[src/rtl/dcq_pkg.sv]
// types, register map constants and layout table for the dma command-queue register bank
package dcq_pkg;

   localparam logic [31:0] PTR_MASK   = 32'h0003_FFFF;
   localparam logic [31:0] RDP_MAGIC  = 32'hEE88_2266;
   localparam logic [31:0] STAT_RESET = 32'hF800_0000;

   // word indices below this bound live in flops, the rest in the memory
   localparam int unsigned LO_WORDS = 16;

   localparam logic REQ_READ  = 1'b0;
   localparam logic REQ_WRITE = 1'b1;

   typedef struct packed {
      logic        req_type;
      logic [9:0]  word_index;
      logic [31:0] write_data;
   } req_word_type;

   typedef struct packed {
      logic [31:0] read_data;
      logic        irq_level;
   } rsp_word_type;

   typedef struct packed {
      logic [3:0]  endp;
      logic [3:0]  wrp;
      logic [3:0]  rdp;
      logic [3:0]  ctrl;
      logic [3:0]  status;
      logic [31:0] ctrl_mask;
      logic [31:0] complete;
   } layout_type;

   // reset layout puts status at word 9
   localparam logic [3:0] RESET_STATUS_IDX = 4'd9;

   function automatic layout_type layout_of(input logic variant);
      layout_type lay;
      if (variant) begin
         lay = '{endp: 4'd6, wrp: 4'd7, rdp: 4'd8, ctrl: 4'd14, status: 4'd15,
                 ctrl_mask: 32'h0170_03FF, complete: 32'h0003_0000};
      end else begin
         lay = '{endp: 4'd5, wrp: 4'd6, rdp: 4'd7, ctrl: 4'd8, status: 4'd9,
                 ctrl_mask: 32'hBFEF_F07F, complete: 32'h0000_0030};
      end
      return lay;
   endfunction

   typedef struct packed {
      logic accept;
      logic exec;
      logic clr_step;
   } cmd_type;

   typedef struct packed {
      logic clr_last;
   } sts_type;

endpackage

[src/rtl/dma_cmdq_pointer_irq_regs.sv]
// top level of the dma command-queue pointer and interrupt register bank
// usage: drive req_word and pulse start while busy is low; that edge accepts
// one read or write word. the controller then runs its execute state, and the
// result word (read data, interrupt level) shows on rsp_word for exactly one
// cycle with rsp_strobe high, starting at the edge that ends the execute
// state, and is taken at the edge that ends that cycle.
// busy covers the execute state, and a new word may be accepted at the edge
// that ends the cycle the previous result is shown; no new word is taken
// while one is in its execute state.
// the receiver has no back-pressure: it must take each result as it appears.
// csr_we/csr_wdata write the layout select bit; write it only while idle.
// after reset the bank is zero except the status word (0xF8000000), the
// magic flag and interrupt are clear, and layout 0 is in force. the upper
// words (index 16 and up) are cleared by a pass over the upper-word memory,
// during which busy stays high.
module dma_cmdq_pointer_irq_regs #(
   parameter int NUM_WORDS = 32
) (
   input  logic                  clock,
   input  logic                  reset,
   input  logic                  start,
   output logic                  busy,
   input  dcq_pkg::req_word_type req_word,
   output logic                  rsp_strobe,
   output dcq_pkg::rsp_word_type rsp_word,
   input  logic                  csr_we,
   input  logic                  csr_wdata
);

   dcq_pkg::cmd_type cmd;
   dcq_pkg::sts_type sts;

   dcq_ctrl u_ctrl (
      .clock      (clock),
      .reset      (reset),
      .start      (start),
      .busy       (busy),
      .rsp_strobe (rsp_strobe),
      .cmd        (cmd),
      .sts        (sts)
   );

   dcq_datapath #(
      .NUM_WORDS (NUM_WORDS)
   ) u_datapath (
      .clock     (clock),
      .reset     (reset),
      .cmd       (cmd),
      .sts       (sts),
      .req_word  (req_word),
      .rsp_word  (rsp_word),
      .csr_we    (csr_we),
      .csr_wdata (csr_wdata)
   );

endmodule

[src/rtl/dcq_ctrl.sv]
// controller state machine: memory clearing pass, accept and execute sequencing
module dcq_ctrl (
   input  logic             clock,
   input  logic             reset,
   input  logic             start,
   output logic             busy,
   output logic             rsp_strobe,
   output dcq_pkg::cmd_type cmd,
   input  dcq_pkg::sts_type sts
);

   typedef enum logic [1:0] {
      ST_CLEAR,
      ST_IDLE,
      ST_EXEC
   } state_type;

   state_type state_ff, state_in;
   logic      busy_ff;
   logic      rsp_strobe_ff;

   always_comb begin
      state_in = state_ff;
      unique case (state_ff)
         ST_CLEAR: begin
            if (sts.clr_last) state_in = ST_IDLE;
         end
         ST_IDLE: begin
            if (start) state_in = ST_EXEC;
         end
         ST_EXEC: begin
            state_in = ST_IDLE;
         end
         default: begin
            state_in = ST_IDLE;
         end
      endcase
   end

   always_ff @(posedge clock) begin
      if (reset) begin
         state_ff      <= ST_CLEAR;
         busy_ff       <= 1'b1;
         rsp_strobe_ff <= 1'b0;
      end else begin
         state_ff      <= state_in;
         busy_ff       <= (state_in != ST_IDLE);
         rsp_strobe_ff <= (state_ff == ST_EXEC);
      end
   end

   assign busy         = busy_ff;
   assign rsp_strobe   = rsp_strobe_ff;
   assign cmd.accept   = start && !busy_ff;
   assign cmd.exec     = (state_ff == ST_EXEC);
   assign cmd.clr_step = (state_ff == ST_CLEAR);

endmodule

[src/rtl/dcq_datapath.sv]
// register bank datapath: special words in flops, upper words in a memory, access rules
module dcq_datapath #(
   parameter int NUM_WORDS = 32
) (
   input  logic                  clock,
   input  logic                  reset,
   input  dcq_pkg::cmd_type      cmd,
   output dcq_pkg::sts_type      sts,
   input  dcq_pkg::req_word_type req_word,
   output dcq_pkg::rsp_word_type rsp_word,
   input  logic                  csr_we,
   input  logic                  csr_wdata
);

   localparam int MEM_DEPTH = (NUM_WORDS > dcq_pkg::LO_WORDS) ?
                              (NUM_WORDS - dcq_pkg::LO_WORDS) : 1;
   localparam int MAW = (MEM_DEPTH > 1) ? $clog2(MEM_DEPTH) : 1;
   localparam logic [10:0] NW = 11'(NUM_WORDS);
   localparam logic [MAW-1:0] CLR_LAST = MAW'(MEM_DEPTH - 1);

   dcq_pkg::req_word_type req_ff;
   dcq_pkg::rsp_word_type rsp_ff, rsp_in;
   logic [31:0]           lo_ff [dcq_pkg::LO_WORDS];
   logic [31:0]           lo_in [dcq_pkg::LO_WORDS];
   logic [31:0]           mem_ff [MEM_DEPTH];
   logic [31:0]           mem_rdata_ff;
   logic [MAW-1:0]        clr_cnt_ff;
   logic                  flag_ff, flag_in;
   logic                  irq_ff, irq_in;
   logic                  layout_ff;

   dcq_pkg::layout_type lay;
   logic [3:0]          w;
   logic                in_lo, in_mem, is_wr;
   logic [31:0]         d;
   logic [MAW-1:0]      mem_ra, mem_xa, mem_wa;
   logic                mem_we;
   logic [31:0]         mem_wd;

   assign lay    = dcq_pkg::layout_of(layout_ff);
   assign w      = req_ff.word_index[3:0];
   assign d      = req_ff.write_data;
   assign is_wr  = (req_ff.req_type == dcq_pkg::REQ_WRITE);
   assign in_lo  = (req_ff.word_index[9:4] == 6'd0);
   assign in_mem = !in_lo && ({1'b0, req_ff.word_index} < NW);

   assign mem_ra = MAW'(req_word.word_index - 10'd16);
   assign mem_xa = MAW'(req_ff.word_index - 10'd16);

   // access rules on the flop-held words
   always_comb begin
      lo_in   = lo_ff;
      flag_in = flag_ff;
      irq_in  = irq_ff;
      if (cmd.exec && is_wr && in_lo) begin
         if (w == lay.endp) begin
            lo_in[w] = d & dcq_pkg::PTR_MASK;
         end else if (w == lay.wrp) begin
            lo_in[lay.wrp] = d & dcq_pkg::PTR_MASK;
            lo_in[lay.rdp] = d & dcq_pkg::PTR_MASK;
            if (flag_ff) begin
               flag_in = 1'b0;
            end else begin
               lo_in[lay.status] = lo_ff[lay.status] | lay.complete;
               if ((lo_ff[lay.ctrl] & lay.complete) != 32'd0) irq_in = 1'b1;
            end
         end else if (w == lay.rdp) begin
            if (d == dcq_pkg::RDP_MAGIC) flag_in = 1'b1;
         end else if (w == lay.ctrl) begin
            lo_in[w] = d & lay.ctrl_mask;
         end else if (w == lay.status) begin
            if ((d & lay.complete) != 32'd0) begin
               lo_in[w] = lo_ff[w] & ~lay.complete;
               irq_in   = 1'b0;
            end
         end else begin
            lo_in[w] = d;
         end
      end
   end

   always_comb begin
      rsp_in.irq_level = irq_in;
      if (is_wr) begin
         rsp_in.read_data = 32'd0;
      end else if (in_lo) begin
         rsp_in.read_data = lo_ff[w];
      end else if (in_mem) begin
         rsp_in.read_data = mem_rdata_ff;
      end else begin
         rsp_in.read_data = 32'd0;
      end
   end

   // one write port shared by the clearing pass and plain stores
   always_comb begin
      mem_we = 1'b0;
      mem_wa = clr_cnt_ff;
      mem_wd = 32'd0;
      if (cmd.clr_step) begin
         mem_we = 1'b1;
      end else if (cmd.exec && is_wr && in_mem) begin
         mem_we = 1'b1;
         mem_wa = mem_xa;
         mem_wd = d;
      end
   end

   always_ff @(posedge clock) begin
      if (mem_we) mem_ff[mem_wa] <= mem_wd;
      if (cmd.accept) mem_rdata_ff <= mem_ff[mem_ra];
   end

   always_ff @(posedge clock) begin
      if (reset) begin
         for (int i = 0; i < dcq_pkg::LO_WORDS; i++) begin
            lo_ff[i] <= (i == int'(dcq_pkg::RESET_STATUS_IDX)) ? dcq_pkg::STAT_RESET : 32'd0;
         end
         flag_ff    <= 1'b0;
         irq_ff     <= 1'b0;
         layout_ff  <= 1'b0;
         clr_cnt_ff <= '0;
      end else begin
         lo_ff   <= lo_in;
         flag_ff <= flag_in;
         irq_ff  <= irq_in;
         if (csr_we) layout_ff <= csr_wdata;
         if (cmd.clr_step) clr_cnt_ff <= clr_cnt_ff + 1'b1;
      end
   end

   always_ff @(posedge clock) begin
      if (cmd.accept) req_ff <= req_word;
      if (cmd.exec) rsp_ff <= rsp_in;
   end

   assign sts.clr_last = (clr_cnt_ff == CLR_LAST);
   assign rsp_word     = rsp_ff;

endmodule

[config.mk]
export PLATFORM = sky130hd
export DESIGN_NAME = dma_cmdq_pointer_irq_regs
export DESIGN_NICKNAME = d
export VERILOG_FILES = /design/src/rtl/dcq_pkg.sv /design/src/rtl/dma_cmdq_pointer_irq_regs.sv /design/src/rtl/dcq_ctrl.sv /design/src/rtl/dcq_datapath.sv
export SDC_FILE = /design/constraint.sdc
export NUM_CORES = 2
export LEC_CHECK = 0
export BUFFER_PORTS_ARGS = -buffer_cell sky130_fd_sc_hd__clkbuf_2
export CAP_MARGIN = 40
export CORE_UTILIZATION = 57
export DETAILED_ROUTE_END_ITERATION = 10
export PLACE_DENSITY = 0.8
export SYNTH_ARGS = -nofsm -noshare
export SYNTH_HDL_FRONTEND = slang
export SYNTH_SLANG_ARGS = --single-unit
[constraint.sdc]
create_clock -name clock -period 4.2 [get_ports clock]
set_clock_uncertainty 0.05 [all_clocks]
set_input_delay 0.21 -clock clock [delete_from_list [all_inputs] [get_ports clock]]
set_output_delay 0.21 -clock clock [all_outputs]
set_load 0.01 [all_outputs]
==> insert_results.sql <==
INSERT INTO impl_metrics (metric_group, metric, value, unit) VALUES
('run_status', 'status', 'complete, no violations', ''),
('global_routing', 'global_route_total_usage_across_every_layer', '0.367', ''),
('flow_run', 'timing.max_cap.violations', '0', ''),
('critical_path', 'critPathArrivalTime', '4.27', 'ns'),
('placement', 'dp_hpwl', '92200', 'µm'),
('floorplanning', 'die_y', '297', 'µm'),
('final_layout', 'final-instance-count-excl-fill', '5120', ''),
('min_path', 'holdCritPathClass', 'input pin to flop', ''),
('global_routing', 'vias_in_the_first_global_route', '36600', ''),
('global_routing', 'grt_max_degree', '100', ''),
('route', 'avgViaCountPerCell', '7.37', ''),
('route', 'wl_per_cell', '32.0', 'µm'),
('cts', 'htree_levels', '3', ''),
('route', 'route.final.wire_length', '164000', 'µm'),
('synthesis', 'synth_fp_nets', '3873', ''),
('power_and_ir_drop', 'cell_internal_pwr', '18.0', 'mW'),
('sta', 'fmax', '0.265', 'GHz'),
('sta', 'rsz0062_at_grt', 'no', ''),
('cts', 'clock-sinks', '1143', ''),
('floorplanning', 'initial_core_util', '0.580', ''),
('route', 'detail_route.first_pass.iterations', '6', ''),
('synthesis', 'synth.ff_latch_count', '1143', ''),
('power_and_ir_drop', 'power.combinational.fraction', '0.033', ''),
('placement', 'globalplace.congestion', '0.981', ''),
('synthesis', 'syn-mean-instance-area', '13.0', 'µm²'),
('sta', 'finalWorstSetupSlack', '0.429', 'ns'),
('cts', 'clk-insertion-delay-late', '0.73', 'ns'),
('power_and_ir_drop', 'irDropWorstVdd', '0.674', 'mV'),
('final_layout', 'finalNetCount', '3928', ''),
('synthesis', 'synth-async-reset-ratio', '0', ''),
('critical_path', 'criticalPathCategory', 'flop to flop', ''),
('final_layout', 'top_library_cells_by_usage_in_the_layout_fill_and_taps_aside', '620 x edfxtp_1, 523 x dfxtp_1, 293 x mux4_2', ''),
('synthesis', 'ys.warnings.count', '0', ''),
('power_and_ir_drop', 'clkPwrFrac', '0.455', ''),
('placement', 'port_buffers', '82', ''),
('critical_path', 'crit_path_end_kind', 'flop', ''),
('cts', 'cts-buffers-inserted', '109', ''),
('sta', 'final_setup_violation_count', '0', ''),
('critical_path', 'timing.critical_path.from', 'u_datapath.req_ff[38]$_DFFE_PP_', ''),
('floorplanning', 'dieWidth', '297', 'µm'),
('final_layout', 'drive_gt1_frac', '0.209', ''),
('critical_path', 'crit_path_max_fanout', '18', ''),
('cts', 'cts.clk_slew.worst_paths', '0.07', 'ns'),
('cts', 'tritoncts', 'yes', ''),
('synthesis', 'synth_area', '0.0497', 'mm²'),
('placement', 'place_inst', '4863', ''),
('power_and_ir_drop', 'static-leakage-power', '17.4', 'nW'),
('power_and_ir_drop', 'p_switching', '5.15', 'mW'),
('route', 'drt_drc_violations_left', '0', ''),
('global_routing', 'grt_pass1_wl', '243000', 'µm'),
('cts', 'post_cts.resized_instances', '0', ''),
('sta', 'post-route-min-period', '3.77', 'ns'),
('global_routing', 'grt_antenna_before_repair', '8', ''),
('synthesis', 'ys_seq_area_frac', '0.585', ''),
('floorplanning', 'coreArea', '0.0858', 'mm²'),
('sta', 'hold_viol_final', '0', ''),
('min_path', 'worstHoldStart', 'req_word[2]', ''),
('sta', 'slew_violations', '0', ''),
('final_layout', 'filler_cell_count', '5644', ''),
('floorplanning', 'rows', '107', ''),
('cts', 'cts-root-to-sink-buffers', '3', ''),
('floorplanning', 'ios', '83', ''),
('floorplanning', 'floorplan.die_area', '0.0884', 'mm²'),
('sta', 'final_min_period_over_clock_period', '0.898', ''),
('critical_path', 'worst_r2r_startpoint', 'u_datapath.req_ff[38]$_DFFE_PP_', ''),
('power_and_ir_drop', 'powerDensity', '410', 'mW/mm²'),
('synthesis', 'syn_inst', '3824', ''),
('route', 'vias', '37700', ''),
('final_layout', 'final_core_utilization', '0.659', ''),
('global_routing', 'gr-total-overflow', '0', ''),
('final_layout', 'layout_overhead_on_the_synthesized_area', '13.7', '%');
sequential cells by signal (all words and copies together) (netlist names), 2 cells and up:
register and flops:
u_datapath.mem_rdata_ff 32, u_datapath.mem_ff 512, u_ctrl.state_ff 2, u_datapath.d 32, u_datapath.lo_ff 512, u_datapath.req_ff 10
u_datapath.rsp_word 33, u_datapath.clr_cnt_ff 4
worst max-delay path, cell delays in order (launching register included):
cell      delay, ns
edfxtp_1       0.35
or4_1          0.74
or4_1          0.65
or4_1          0.85
a21oi_1        0.77
o32ai_1        0.20
power by group through the flow:
stage          combinational (mW)  sequential (mW)  clock (mW)
2_1_floorplan               0.420             12.1           0
3_3_place_gp                0.662             12.1           0
3_5_place_dp                0.690             12.1           0
4_1_cts                     0.737             11.9        10.4
5_1_grt                     0.785             11.9        10.9
6_report                    0.764             11.9        10.5
layout make-up:
class / count / area [µm²] / area share
Sequential cell: 1143 / 29100 / 0.514
Multi-Input combinational cell: 2262 / 19400 / 0.343
Clock buffer: 151 / 3100 / 0.0547
Timing Repair Buffer: 303 / 2650 / 0.0469
Tap cell: 1144 / 1430 / 0.0253
Clock inverter: 54 / 682 / 0.0121
Inverter: 60 / 228 / 0.00403
Antenna cell: 3 / 7.51 / 0.000133
synth_stat cells, drive strengths merged (5+ instances only):
cell type  instances  area [µm²]
a211oi            50         375
a21o               5        37.5
a21oi            221        1120
a221oi            10        87.6
a22o              36         315
a22oi             38         285
a2bb2oi            6        52.6
a311oi            14         123
a31o              20         175
a31oi             26         163
a32o               9        90.1
a32oi              8        70.1
and2              57         357
and3              17         106
buf               84         365
clkbuf           275        1030
dfxtp            523       10500
edfxtp           620       18600
inv               59         221
mux2              16         180
mux2i            176        1760
mux4             293        6600
nand2            288        1080
nand2b             6        37.5
nand3             75         385
nand3b             5        37.5
nand4             43         269
nand4b             7        61.3
nor2             182         683
nor2b              9        56.3
nor3              27         140
nor3b              7        52.6
nor4              40         320
nor4b              8        76.3
o2111ai           57         499
o211ai            11        82.6
o21ai            245        1230
o22ai             20         125
o2bb2ai           96         841
o31ai             14         105
o32ai             69         604
or3                5        31.3
final timing paths:
kind	end	slack, ns	cells past startpoint
hold / removal	u_datapath.d[2]$_DFFE_PP_	0.16	2
setup / recovery	u_datapath.lo_ff[354]$_SDFFE_PP0P_	0.43	5
setup reg to reg	u_datapath.lo_ff[354]$_SDFFE_PP0P_	0.43	5
hold reg to reg	u_datapath.lo_ff[493]$_SDFFE_PP0P_	0.40	2
per-stage QoR:
stage / total power [mW] / cell area, µm²
floorplan: 12.5 / 49700
global placement: 12.8 / 52100
detailed placement: 12.8 / 52300
CTS: 23.0 / 56500
global route: 23.6 / 56600
finish: 23.2 / 56600
logic make-up after synthesis:
family,share of synthesized area
buffers and inverters,0.0326
DFF,0.585
and+or+nand+nor,0.0784
muxes,0.172
AOI/OAI and AO/OA,0.131
xor gates and xnor gates,0.00106
adders and majority gates,0.000453
routing by layer:
metal / vias up / wire, µm / GRT usage
met5: - / 67 / 0
met4: 10 / 10000 / 0.202
met3: 734 / 22400 / 0.0933
met2: 3420 / 75500 / 0.569
met1: 18500 / 56000 / 0.473
li1: 15100 / - / -
No activity file was read; power rests on OpenSTA's default activity.
